<file path="config.mk">
export PLATFORM = sky130hd
export DESIGN_NAME = tlb_page_table_translator
export DESIGN_NICKNAME = d
export VERILOG_FILES = /design/src/tlb_pkg.sv /design/src/tlb_page_table_translator.sv /design/src/tlb_ram.sv /design/src/tlb_ctrl.sv /design/src/tlb_dp.sv
export SDC_FILE = /design/constraint.sdc
export NUM_CORES = 2
export LEC_CHECK = 0
export BUFFER_PORTS_ARGS = -buffer_cell sky130_fd_sc_hd__buf_2
export CELL_PAD_IN_SITES_DETAIL_PLACEMENT = 0
export CELL_PAD_IN_SITES_GLOBAL_PLACEMENT = 1
export CORE_MARGIN = 5
export CORE_UTILIZATION = 25
export CTS_BUF_LIST = sky130_fd_sc_hd__clkbuf_4 sky130_fd_sc_hd__clkbuf_8
export DETAILED_ROUTE_END_ITERATION = 10
export GPL_TIMING_DRIVEN = 0
export PLACE_DENSITY = 0.39
export SLEW_MARGIN = 5
export SYNTH_ARGS = -nofsm -noshare
export SYNTH_HDL_FRONTEND = slang
export SYNTH_SLANG_ARGS = --single-unit
</file>
<file path="constraint.sdc">
create_clock -name clk -period 6.65 [get_ports clk]
set_clock_uncertainty 0.15 [all_clocks]
set_input_delay 1.33 -clock clk [delete_from_list [all_inputs] [get_ports clk]]
set_output_delay 1.33 -clock clk [all_outputs]
set_load 0.1 [all_outputs]
</file>
<file path="src/tlb_pkg.sv">
// Shared constants, types and handshake structs for the TLB translator.
`timescale 1ns / 1ps
`default_nettype none

package tlb_pkg;

    localparam int ADDR_WIDTH   = 16;
    localparam int OFFSET_WIDTH = 8;
    localparam int PAGE_COUNT   = 256;
    localparam int PAGE_WIDTH   = $clog2(PAGE_COUNT);
    localparam int FRAME_WIDTH  = PAGE_WIDTH;
    localparam int FREE_WIDTH   = PAGE_WIDTH + 1;
    localparam int TLB_ENTRIES  = 16;
    localparam int SLOT_WIDTH   = $clog2(TLB_ENTRIES);
    localparam int COUNT_WIDTH  = 32;

    typedef logic [ADDR_WIDTH-1:0]   addr_t;
    typedef logic [OFFSET_WIDTH-1:0] offset_t;
    typedef logic [PAGE_WIDTH-1:0]   page_t;
    typedef logic [FRAME_WIDTH-1:0]  frame_t;
    typedef logic [FREE_WIDTH-1:0]   free_t;
    typedef logic [SLOT_WIDTH-1:0]   slot_t;
    typedef logic [COUNT_WIDTH-1:0]  count_t;

    // Commands from the controller to the datapath
    typedef struct packed {
        logic load;
        logic finish_hit;
        logic finish_walk;
    } tlb_cmd_t;

    // Status from the datapath to the controller
    typedef struct packed {
        logic hit;
    } tlb_sts_t;

    typedef enum logic [2:0] {
        ST_IDLE   = 3'b001,
        ST_LOOKUP = 3'b010,
        ST_WALK   = 3'b100
    } tlb_state_t;

endpackage

`default_nettype wire

</file>
<file path="src/tlb_page_table_translator.sv">
// Top level of the TLB translator with demand-paged page table.
//
//  channel   | handshake          | payload
//  ----------+--------------------+-----------------------------------------------
//  request   | start, busy        | virtual_address
//  result    | done (1-cycle)     | phys_addr, tlb_hit, page_fault,
//            |                    | translation_count, hit_count, fault_count
//
// A transaction is taken on a clock edge with start high and busy low.
// TLB hit: the lookup state finishes the transaction, the result is registered
// and busy drops as the result is shown.
// TLB miss: the controller adds a walk state, since the page table RAM read
// port is registered; the walk state then finishes the transaction.
// Reset clears the TLB and page table valid bits, the FIFO slot, the free
// frame counter and all counts; no clearing pass is needed.
// The result is shown for exactly one cycle with done high and cannot be held;
// the next request is accepted while a result is being shown.
`timescale 1ns / 1ps
`default_nettype none

module tlb_page_table_translator (
    input  wire logic           clk,
    input  wire logic           rst_n,
    input  wire logic           start,
    output logic                busy,
    input  wire tlb_pkg::addr_t virtual_address,
    output logic                done,
    output tlb_pkg::addr_t      phys_addr,
    output logic                tlb_hit,
    output logic                page_fault,
    output tlb_pkg::count_t     translation_count,
    output tlb_pkg::count_t     hit_count,
    output tlb_pkg::count_t     fault_count
);
    import tlb_pkg::*;

    tlb_cmd_t cmd;
    tlb_sts_t sts;

    // Sequence lookup and walk
    tlb_ctrl u_ctrl (
        .clk   (clk),
        .rst_n (rst_n),
        .start (start),
        .busy  (busy),
        .cmd   (cmd),
        .sts   (sts)
    );

    // Hold the TLB, the page table, the allocator and the counts
    tlb_dp u_dp (
        .clk               (clk),
        .rst_n             (rst_n),
        .cmd               (cmd),
        .sts               (sts),
        .virtual_address   (virtual_address),
        .done              (done),
        .phys_addr         (phys_addr),
        .tlb_hit           (tlb_hit),
        .page_fault        (page_fault),
        .translation_count (translation_count),
        .hit_count         (hit_count),
        .fault_count       (fault_count)
    );

    // A result only follows a cycle of work on a transaction
    assert property (@(posedge clk) disable iff (!rst_n)
        done |-> $past(busy))
        else $error("result strobe without a transaction in flight");

    // An accepted transaction keeps the block busy in the next cycle
    assert property (@(posedge clk) disable iff (!rst_n)
        (start && !busy) |=> busy)
        else $error("accepted transaction did not raise busy");

    // A TLB hit never allocates a frame
    assert property (@(posedge clk) disable iff (!rst_n)
        done |-> !(tlb_hit && page_fault))
        else $error("hit and fault reported together");

    // Hits and faults never outnumber translations
    assert property (@(posedge clk) disable iff (!rst_n)
        (hit_count <= translation_count) && (fault_count <= translation_count))
        else $error("hit or fault count exceeds translation count");

endmodule

`default_nettype wire

</file>
<file path="src/tlb_ram.sv">
// Generic single-write, single-read RAM with registered read data.
`timescale 1ns / 1ps
`default_nettype none

module tlb_ram #(
    parameter int WIDTH = 8,
    parameter int DEPTH = 256
) (
    input  wire logic                     clk,
    input  wire logic                     we,
    input  wire logic [$clog2(DEPTH)-1:0] waddr,
    input  wire logic [WIDTH-1:0]         wdata,
    input  wire logic [$clog2(DEPTH)-1:0] raddr,
    output logic      [WIDTH-1:0]         rdata
);

    logic [WIDTH-1:0] mem [DEPTH];

    always_ff @(posedge clk)
    begin
        if (we)
        begin
            mem[waddr] <= wdata;
        end
        rdata <= mem[raddr];
    end

endmodule

`default_nettype wire

</file>
<file path="src/tlb_ctrl.sv">
// Sequencer for lookup and page walk of one translation.
`timescale 1ns / 1ps
`default_nettype none

module tlb_ctrl (
    input  wire logic              clk,
    input  wire logic              rst_n,
    input  wire logic              start,
    output logic                   busy,
    output tlb_pkg::tlb_cmd_t      cmd,
    input  wire tlb_pkg::tlb_sts_t sts
);
    import tlb_pkg::*;

    tlb_state_t state_reg;
    tlb_state_t state_next;

    always_comb
    begin
        state_next = state_reg;
        cmd        = '0;
        busy       = 1'b1;
        unique case (state_reg)
            ST_IDLE:
            begin
                busy = 1'b0;
                if (start)
                begin
                    cmd.load   = 1'b1;
                    state_next = ST_LOOKUP;
                end
            end
            ST_LOOKUP:
            begin
                // table read is issued this cycle; wait for it only on a miss
                if (sts.hit)
                begin
                    cmd.finish_hit = 1'b1;
                    state_next     = ST_IDLE;
                end
                else
                begin
                    state_next = ST_WALK;
                end
            end
            ST_WALK:
            begin
                cmd.finish_walk = 1'b1;
                state_next      = ST_IDLE;
            end
            default:
            begin
                state_next = ST_IDLE;
            end
        endcase
    end

    always_ff @(posedge clk or negedge rst_n)
    begin
        if (!rst_n)
        begin
            state_reg <= ST_IDLE;
        end
        else
        begin
            state_reg <= state_next;
        end
    end

endmodule

`default_nettype wire

</file>
<file path="src/tlb_dp.sv">
// TLB entries, page table, frame allocator, counters and result registers.
`timescale 1ns / 1ps
`default_nettype none

module tlb_dp (
    input  wire logic              clk,
    input  wire logic              rst_n,
    input  wire tlb_pkg::tlb_cmd_t cmd,
    output tlb_pkg::tlb_sts_t      sts,
    input  wire tlb_pkg::addr_t    virtual_address,
    output logic                   done,
    output tlb_pkg::addr_t         phys_addr,
    output logic                   tlb_hit,
    output logic                   page_fault,
    output tlb_pkg::count_t        translation_count,
    output tlb_pkg::count_t        hit_count,
    output tlb_pkg::count_t        fault_count
);
    import tlb_pkg::*;

    addr_t   va_reg;
    page_t   tlb_page_reg  [TLB_ENTRIES];
    frame_t  tlb_frame_reg [TLB_ENTRIES];
    logic [TLB_ENTRIES-1:0] tlb_valid_reg, tlb_valid_next;
    slot_t   slot_reg, slot_next;
    logic [PAGE_COUNT-1:0]  table_valid_reg, table_valid_next;
    free_t   free_reg, free_next;
    count_t  total_reg, total_next;
    count_t  hits_reg, hits_next;
    count_t  faults_reg, faults_next;
    logic    done_reg, done_next;
    addr_t   phys_reg;
    logic    hit_reg;
    logic    fault_reg;

    page_t   page;
    offset_t offset;
    logic    lookup_hit;
    frame_t  lookup_frame;
    logic    table_hit;
    frame_t  table_rdata;
    frame_t  walk_frame;
    logic    fault;
    slot_t   slot_adv;
    logic    finish;

    assign page   = PAGE_WIDTH'(va_reg >> OFFSET_WIDTH);
    assign offset = va_reg[OFFSET_WIDTH-1:0];

    // parallel compare; lowest matching entry wins
    always_comb
    begin
        lookup_hit   = 1'b0;
        lookup_frame = '0;
        for (int i = TLB_ENTRIES - 1; i >= 0; i--)
        begin
            if (tlb_valid_reg[i] && (tlb_page_reg[i] == page))
            begin
                lookup_hit   = 1'b1;
                lookup_frame = tlb_frame_reg[i];
            end
        end
    end

    assign sts.hit = lookup_hit;

    tlb_ram #(
        .WIDTH (FRAME_WIDTH),
        .DEPTH (PAGE_COUNT)
    ) u_table (
        .clk   (clk),
        .we    (fault),
        .waddr (page),
        .wdata (walk_frame),
        .raddr (page),
        .rdata (table_rdata)
    );

    assign table_hit  = table_valid_reg[page];
    assign walk_frame = table_hit ? table_rdata : free_reg[FRAME_WIDTH-1:0];
    assign fault      = cmd.finish_walk && !table_hit;
    assign slot_adv   = slot_reg + 1'b1;
    assign finish     = cmd.finish_hit || cmd.finish_walk;

    always_comb
    begin
        tlb_valid_next   = tlb_valid_reg;
        slot_next        = slot_reg;
        table_valid_next = table_valid_reg;
        free_next        = free_reg;
        total_next       = total_reg;
        hits_next        = hits_reg;
        faults_next      = faults_reg;
        done_next        = finish;
        if (cmd.finish_walk)
        begin
            // advance the FIFO slot, then refill at the new slot
            slot_next                = slot_adv;
            tlb_valid_next[slot_adv] = 1'b1;
        end
        if (fault)
        begin
            table_valid_next[page] = 1'b1;
            if (free_reg < FREE_WIDTH'(PAGE_COUNT))
            begin
                free_next = free_reg + 1'b1;
            end
        end
        if (finish && (total_reg != '1))
        begin
            total_next = total_reg + 1'b1;
        end
        if (cmd.finish_hit && (hits_reg != '1))
        begin
            hits_next = hits_reg + 1'b1;
        end
        if (fault && (faults_reg != '1))
        begin
            faults_next = faults_reg + 1'b1;
        end
    end

    always_ff @(posedge clk or negedge rst_n)
    begin
        if (!rst_n)
        begin
            tlb_valid_reg   <= '0;
            slot_reg        <= '0;
            table_valid_reg <= '0;
            free_reg        <= '0;
            total_reg       <= '0;
            hits_reg        <= '0;
            faults_reg      <= '0;
            done_reg        <= 1'b0;
        end
        else
        begin
            tlb_valid_reg   <= tlb_valid_next;
            slot_reg        <= slot_next;
            table_valid_reg <= table_valid_next;
            free_reg        <= free_next;
            total_reg       <= total_next;
            hits_reg        <= hits_next;
            faults_reg      <= faults_next;
            done_reg        <= done_next;
        end
    end

    always_ff @(posedge clk)
    begin
        if (cmd.load)
        begin
            va_reg <= virtual_address;
        end
        if (cmd.finish_walk)
        begin
            tlb_page_reg[slot_adv]  <= page;
            tlb_frame_reg[slot_adv] <= walk_frame;
        end
        if (cmd.finish_hit)
        begin
            phys_reg  <= ADDR_WIDTH'({lookup_frame, offset});
            hit_reg   <= 1'b1;
            fault_reg <= 1'b0;
        end
        else if (cmd.finish_walk)
        begin
            phys_reg  <= ADDR_WIDTH'({walk_frame, offset});
            hit_reg   <= 1'b0;
            fault_reg <= fault;
        end
    end

    assign done              = done_reg;
    assign phys_addr         = phys_reg;
    assign tlb_hit           = hit_reg;
    assign page_fault        = fault_reg;
    assign translation_count = total_reg;
    assign hit_count         = hits_reg;
    assign fault_count       = faults_reg;

endmodule

`default_nettype wire
</file>
* Yosys cells after proc, flatten, opt, wreduce, memory -nomap -nowiden *
Memory sizes are Yosys's and may differ from the RTL's. A register that Yosys moved wholly into a read port is not among the register bits.
Cells that the tools add are included.
W data, S select, Z words.

storage, ports and cells
  input bits = 19
  output and inout bits = 116
  memories kept = 3
  bits in writable memories = 2304
  flip-flop bits (word level) = 419
  logic and storage cells = 131

cells by class
  equal/unequal tests = 23
  bitwise gates (word level) = 2
  muxes and demuxes = 54
  add/sub/neg operators = 5
  magnitude comparators = 5
  reduce and logical (&&, ||, !) cells = 26

memory list
  memory              depth  bits a word  read ports  clocked after memory_dff  write ports  line           RTL
  u_dp.u_table.mem    256    8            1           1                         1            tlb_ram.sv:17  logic [WIDTH-1:0] mem [DEPTH];
  u_dp.tlb_frame_reg  16     8            16          0                         1            tlb_dp.sv:23   frame_t tlb_frame_reg [TLB_ENTRIES];
  u_dp.tlb_page_reg   16     8            16          0                         1            tlb_dp.sv:22   page_t tlb_page_reg [TLB_ENTRIES];

operators by type and width
  cell                     count
  $or A256 B256 Y256       1
  $mux W8                  17
  $eq A8 B8 Y1             16
  $add A32 B1 Y32 const B  3
  $ne A32 B32 Y1 const B   3
  $mux W16                 2
  $mux W1                  29
  $logic_and A1 B1 Y1      22
  $or A16 B16 Y16          1
  $add A9 B1 Y9 const B    1
  $lt A8 B9 Y1 const B     1
  $lt A9 B9 Y1 const B     1
  $bmux W1 S8              1
  $demux W1 S8             1
  $ge A8 B1 Y1 const B     1
  $mux W3                  2
  $pmux W3 S2              1
  $lt A4 B5 Y1 const B     1
  $add A4 B1 Y4 const B    1
  $demux W1 S4             1
  $ge A4 B1 Y1 const B     1
  $eq A3 B1 Y1 const B     1
  $eq A3 B2 Y1 const B     1
  $eq A3 B3 Y1 const B     1
  5 further kinds          5

* Depth between registers and ports, before layout *
  depth after elaboration = 22
  mapped depth = 15
  mapped depth without buffers = 9

* Modules after synthesis *
A second synthesis with hierarchy kept.

unflattened totals
  cell total of the unflattened synthesis = 5769
  area total of the unflattened synthesis = 108053.6 um^2

by module, submodules not included
  module    instances  cells an instance  area each (um^2)  sequential area each (um^2)
  tlb_ram   1          3733               79556.3           61659.1
  tlb_dp    1          2026               28349.7           18247.5
  tlb_ctrl  1          10                 147.6             76.3

* Least setup slack after synthesis *
Ideal clock, no wire load.

  path type = flip-flop to flip-flop
  start point = register u_dp.va_reg[8]
  end point = memory u_dp.tlb_frame_reg[0][0] (netlist name) (data pin)
  arrival time = 4657 ps
  path buffers = 4
  period minus slack after synthesis = 5388 ps
  slack = 1262 ps
  stages on the path, launching flop included = 11
  data required time = 5919 ps
  setup time = 581 ps
  path through = edfxtp_1 -> buf_2 -> buf_6 -> buf_2 -> mux4_2 -> a22o_1 -> a211oi_1 -> o2111a_1 -> o211a_1 -> buf_2 -> mux2_2

on the way
  cells in the longest elaborated chain, start to end = 3

ends and longest elaborated chain
  item                           line           RTL
  from (decl)                    tlb_dp.sv:21   addr_t va_reg;
  from (signal assigned)         tlb_dp.sv:153  va_reg <= virtual_address;
  $bmux W1 S8                    tlb_dp.sv:79   assign table_hit = table_valid_reg[page];
  $mux W1 (not written as such)  tlb_dp.sv:79
  $mux W8                        tlb_dp.sv:80   assign walk_frame = table_hit ? table_rdata : free_reg[FRAME_WIDTH-1:0];
  net u_dp.u_table.wdata[0]      tlb_ram.sv:12  input wire logic [WIDTH-1:0] wdata,
  to (decl)                      tlb_dp.sv:23

The timed path passes the listed nets, and every way through them passes these cells. The select of a mux whose other input is x is not followed.

* Final worst setup path *
  start point = register u_dp.va_reg[10]
  end point = register u_dp.phys_reg[14] (netlist: u_dp.phys_addr[14]) (data pin)

on the way
  elaborated cells on any way between the ends = 71
  classes of those cells = eq/ne (16); mux (39); reduce/logical (16)

RTL lines
  item                           line           RTL
  $bmux W1 S8                    tlb_dp.sv:79
  $mux W1 (not written as such)  tlb_dp.sv:79
  $mux W8                        tlb_dp.sv:80
  net u_dp.u_table.wdata[6]      tlb_ram.sv:12
  $mux W16                       tlb_dp.sv:166  else if (cmd.finish_walk)
  $mux W16                       tlb_dp.sv:160  if (cmd.finish_hit)
  to (signal assigned)           tlb_dp.sv:162  phys_reg <= ADDR_WIDTH'({lookup_frame, offset});
  to (signal assigned)           tlb_dp.sv:168  phys_reg <= ADDR_WIDTH'({walk_frame, offset});
  to (decl)                      tlb_dp.sv:32   addr_t phys_reg;

The timed path passes the listed nets, and every way through them passes these cells. The select of a mux whose other input is x is not followed.
A chain may end at the register's enable or synchronous reset.

==> run_results.csv <==
group,metric,value,unit
outcome,run_status,"finished with violations",
outcome,violations,"negative setup slack",
grt,gr-usage-met2,0.316,
clocking,cts-htree-levels,6,
detailed_routing,number_of_detailed_route_iterations_in_the_first_pass,7,
grt,grt_overflow,0,
grt,first_global_vias,60700,
die,initial_core_util,0.251,
synthesis,synth-seq-area-share,0.739,
clocking,cts_max_path_buffers,4,
pwr,intPower,32.1,mW
final_layout,largest_reg_flops,2048,
sta,setup-violations-final,1,
sta,final_period_minus_worst_setup_slack,6.69,ns
synthesis,synth_simple_gate_area_share,0.0580,
placement,place.port_buffers,134,
clocking,clock_latency,1.18,ns
die,height_of_the_die,668,um
final_layout,multi_input_comb_area,0.0279,mm2
detailed_routing,vias,58700,
detailed_routing,number_of_remaining_drc_errors,0,
detailed_routing,drt_wl_total,452,mm
sta,hold_viol,0,
sta,hold_slack,0.213,ns
sta,slew_headroom,0.0915,
grt,global_routing_s_busiest_layer,"met2",
synthesis,synth-xor-area-share,0.0189,
synthesis,muxShareOfSynthArea,0.154,
detailed_routing,drt_iter0_markers,6235,
worst_setup_path,worst_path_dominant_cell_family,"buffers and inverters",
grt,grtUsageTotal,0.199,
worst_setup_path,startpoint_type,"flip-flop",
grt,pin_count_of_the_biggest_net_entering_global_routing,130,
synthesis,async_reset_ff_frac,0.141,
placement,detailed_place_hpwl,302,mm
sta,setup_ws,-0.0378,ns
job,max_cap_viol_count,0,
pwr,seq_power_share,0.430,
worst_setup_path,crit_buf_inv,7,
synthesis,synth.top_cells.by_area,"sky130_fd_sc_hd__edfxtp_1 (65%), sky130_fd_sc_hd__mux4_2 (15%), sky130_fd_sc_hd__dfrtp_1 (8.9%), sky130_fd_sc_hd__nor3_2 (1.4%), sky130_fd_sc_hd__xnor2_1 (1.4%)",
synthesis,synth_fa_ha_area_frac,0.000925,
pwr,power_per_cell_area,363,mW/mm2
sta,max_freq,150,MHz
synthesis,synthesized_cell_area,0.108,mm2
synthesis,synth-compound-area-share,0.0140,
sta,grt_setup_unrepaired,"true",
grt,met3_use_gr,0.0350,
synthesis,ys_types,77,
synthesis,synthesis.instances,5317,
synthesis,synth_top_area_frac,0.648,
final_layout,final_layout_size_suffix_gt1_frac,0.378,
sta,report.final.slew_viol_count,0,
grt,antenna_found_initial,43,
grt,grt_use_met1,0.278,
worst_setup_path,critical_path_peak_fanout,105,
synthesis,synth.yosys.warnings,0,
pwr,combPwrFrac,0.209,
worst_setup_path,timing.setup.critical_path_class,"flip-flop to flip-flop",
worst_setup_path,setup.worst_path.end_class,"flip-flop",
min_path,hold_path.class,"primary input to flip-flop",
clocking,cts_inserted_buffers,521,
synthesis,synth_top_family_by_area,"multiplexers",
detailed_routing,ant_nets,0,
synthesis,synth_ff_type,"sky130_fd_sc_hd__edfxtp_1",
synthesis,synth-edff-count,2336,
synthesis,synth_fp_nets,5344,
grt,grt_first_pass_wirelength,594,mm
pwr,switching_power_of_the_nets,15.0,mW
worst_setup_path,setup.reg_to_reg.worst_slack,-0.04,ns
pwr,power_leakage,45.0,nW
die,fp.dieW,668,um
sta,tightestPinTransition,1.36,ns
clocking,path_clk_slew,0.06,ns
worst_setup_path,worstPathArrival,7.48,ns
placement,globalplace.congestion,0.850,
worst_setup_path,worst_path_largest_cell_delay,0.65,ns
worst_setup_path,critical_path.slowest_cell,"sky130_fd_sc_hd__and2_1",
pwr,power.switching_fraction,0.319,
synthesis,ys_ff_latch,2731,
worst_setup_path,required,7.44,ns
final_layout,flow.area_growth_from_synthesis,20.0,%
die,ioPinCount,135,
detailed_routing,drt-wirelength-per-cell,37.0,um
synthesis,synth_top_area_cell,"sky130_fd_sc_hd__edfxtp_1",
pwr,clkPwrFrac,0.361,
final_layout,storage_cell_area,0.0800,mm2
final_layout,num-fill-cells,42200,
clocking,tritoncts_clock_tree,"built",
worst_setup_path,timing.critical_path.cells,"clkbuf_1, buf_6, buf_2, and2_1, clkbuf_2, a22oi_1, a21oi_1, o31ai_4, o211a_1, buf_2, mux2_8, buf_16, buf_16, nor2_1, a21oi_1",
sta,post-route-period-util,1.01,
detailed_routing,drt-vias-per-instance,4.80,
clocking,cts-root-buf,"sky130_fd_sc_hd__clkbuf_8",
pwr,ir_worst_vdd,376,uV
die,die_area,0.446,mm2
synthesis,avgSynthCellArea,20.4,um2
final_layout,nNetsFinal,6115,
sta,final.setup.tns,-0.0378,ns
die,coreArea,0.431,mm2
die,core.rowCount,241,
clocking,cts_sinks,2731,
## cell type report
| type | instances | area share |
|---|---|---|
| Multi-Input combinational cell | 2280 | 0.215 |
| Sequential cell | 2731 | 0.616 |
| Antenna cell | 11 | 0.000212 |
| Buffer | 275 | 0.0126 |
| Inverter | 27 | 0.000790 |
| Clock inverter | 164 | 0.00867 |
| Tap cell | 5710 | 0.0550 |
| Timing Repair Buffer | 252 | 0.0201 |
| Clock buffer | 778 | 0.0721 |
## stage by stage
step           area [um2]   util  cells  setup WS (ns)  total power, mW
2_1_floorplan      108000      -   5317           1.26             25.0
3_3_place_gp       116000  0.269  11200          -5.50             30.5
3_5_place_dp       118000  0.273  11200          -2.45             30.5
4_1_cts            130000  0.301  12200         -0.113             47.8
5_1_grt            130000  0.301  12200        -0.0964             48.6
6_report           130000  0.301  12200        -0.0378             47.1
## cells in the mapped netlist (all sizes together), types with 4 or more instances
| cell | count |
|---|---|
| a211oi | 10 |
| a21oi | 45 |
| a221oi | 4 |
| a22o | 6 |
| a22oi | 20 |
| a311oi | 5 |
| a31o | 4 |
| a31oi | 12 |
| a41o | 6 |
| and2 | 11 |
| and3 | 34 |
| and4 | 15 |
| buf | 220 |
| clkbuf | 63 |
| dfrtp | 384 |
| dfxtp | 10 |
| edfxtp | 2336 |
| ha | 8 |
| inv | 26 |
| mux2 | 14 |
| mux2i | 26 |
| mux4 | 723 |
| nand2 | 156 |
| nand3 | 90 |
| nand4 | 39 |
| nand4b | 4 |
| nor2 | 188 |
| nor2b | 15 |
| nor3 | 207 |
| nor4 | 11 |
| o211a | 5 |
| o211ai | 18 |
| o21ai | 40 |
| o21bai | 8 |
| o221ai | 6 |
| o22ai | 5 |
| or2 | 262 |
| or3 | 13 |
| xnor2 | 171 |
| xor2 | 62 |
## power groups by stage
stage | combinational, mW | sequential, mW | clock, mW
after detailed placement | 9.85 | 20.6 | 0
after CTS | 10.0 | 20.3 | 17.5
final | 9.87 | 20.3 | 17.0
after global placement | 9.37 | 21.1 | 0
after global routing | 10.1 | 20.3 | 18.3
after floorplan | 4.09 | 20.9 | 0
## worst register-to-register path, delay by kind of cell, from the launching register on
| family | cells | cell delay [ns] |
|---|---|---|
| flops | 1 | 0.41 |
| simple gates | 2 | 0.96 |
| compound gates | 5 | 1.59 |
| mux | 1 | 0.61 |
| buf+inv | 7 | 2.77 |
## layout by cell type, fill, tap and decap left out, types with 64 or more instances in the layout
cell	netlist	routed
sky130_fd_sc_hd__nor3_2	150	90
sky130_fd_sc_hd__nor3_4	0	90
sky130_fd_sc_hd__buf_4	38	96
sky130_fd_sc_hd__nor2_2	1	64
sky130_fd_sc_hd__nand2_1	154	142
sky130_fd_sc_hd__or2_2	67	67
sky130_fd_sc_hd__nor2_1	187	107
sky130_fd_sc_hd__clkbuf_8	0	564
sky130_fd_sc_hd__dfrtp_1	384	384
sky130_fd_sc_hd__xnor2_1	171	171
sky130_fd_sc_hd__clkinv_1	1	71
sky130_fd_sc_hd__nand3_1	86	82
sky130_fd_sc_hd__or2_1	195	195
sky130_fd_sc_hd__buf_2	137	244
sky130_fd_sc_hd__mux4_2	723	723
sky130_fd_sc_hd__clkbuf_4	0	218
sky130_fd_sc_hd__edfxtp_1	2336	2336
## repair_timing
item | 4_1_cts | 5_1_grt
setup endpoints to repair | 4536 | 24
pin swaps | 25 | 0
hold buffers | 1 | 0
endpoints found under the hold margin | 43 | 0
resized for setup | 221 | 6
gates cloned | 4 | 0
setup buffers | 37 | 0
## worst paths after layout
path                                      startpoint                               endpoint  cells past startpoint
max                        u_dp.va_reg[10]$_DFFE_PP_           u_dp.phys_addr[14]$_DFFE_PP_                     15
min                               virtual_address[7]               u_dp.va_reg[7]$_DFFE_PP_                      1
max reg2reg                u_dp.va_reg[10]$_DFFE_PP_           u_dp.phys_addr[14]$_DFFE_PP_                     15
min reg2reg                 u_dp.va_reg[4]$_DFFE_PP_            u_dp.phys_addr[4]$_DFFE_PP_                      0
max in group asynchronous                      rst_n  u_dp.table_valid_reg[224]$_DFFE_PN0P_                      4
min in group asynchronous                      rst_n         u_dp.hit_count[12]$_DFFE_PN0P_                      2
## cell families (layout without fill, tap and decap cells)
| logic type | count (synthesis) | after routing |
|---|---|---|
| AO/OA/AOI/OAI | 216 | 216 |
| buffers and inverters | 310 | 1496 |
| adder cells (fa/ha/maj) | 8 | 8 |
| flip-flops | 2731 | 2731 |
| XOR/XNOR | 233 | 233 |
| multiplexers | 763 | 763 |
| other | 0 | 11 |
| AND/OR/NAND/NOR | 1056 | 1060 |
## metal layers
metal,routed length (um),up-vias
li1,-,23300
met1,200000,32700
met2,210000,2152
met3,26300,626
met4,16000,0
met5,0,-
(Power assumes the default switching activity.)
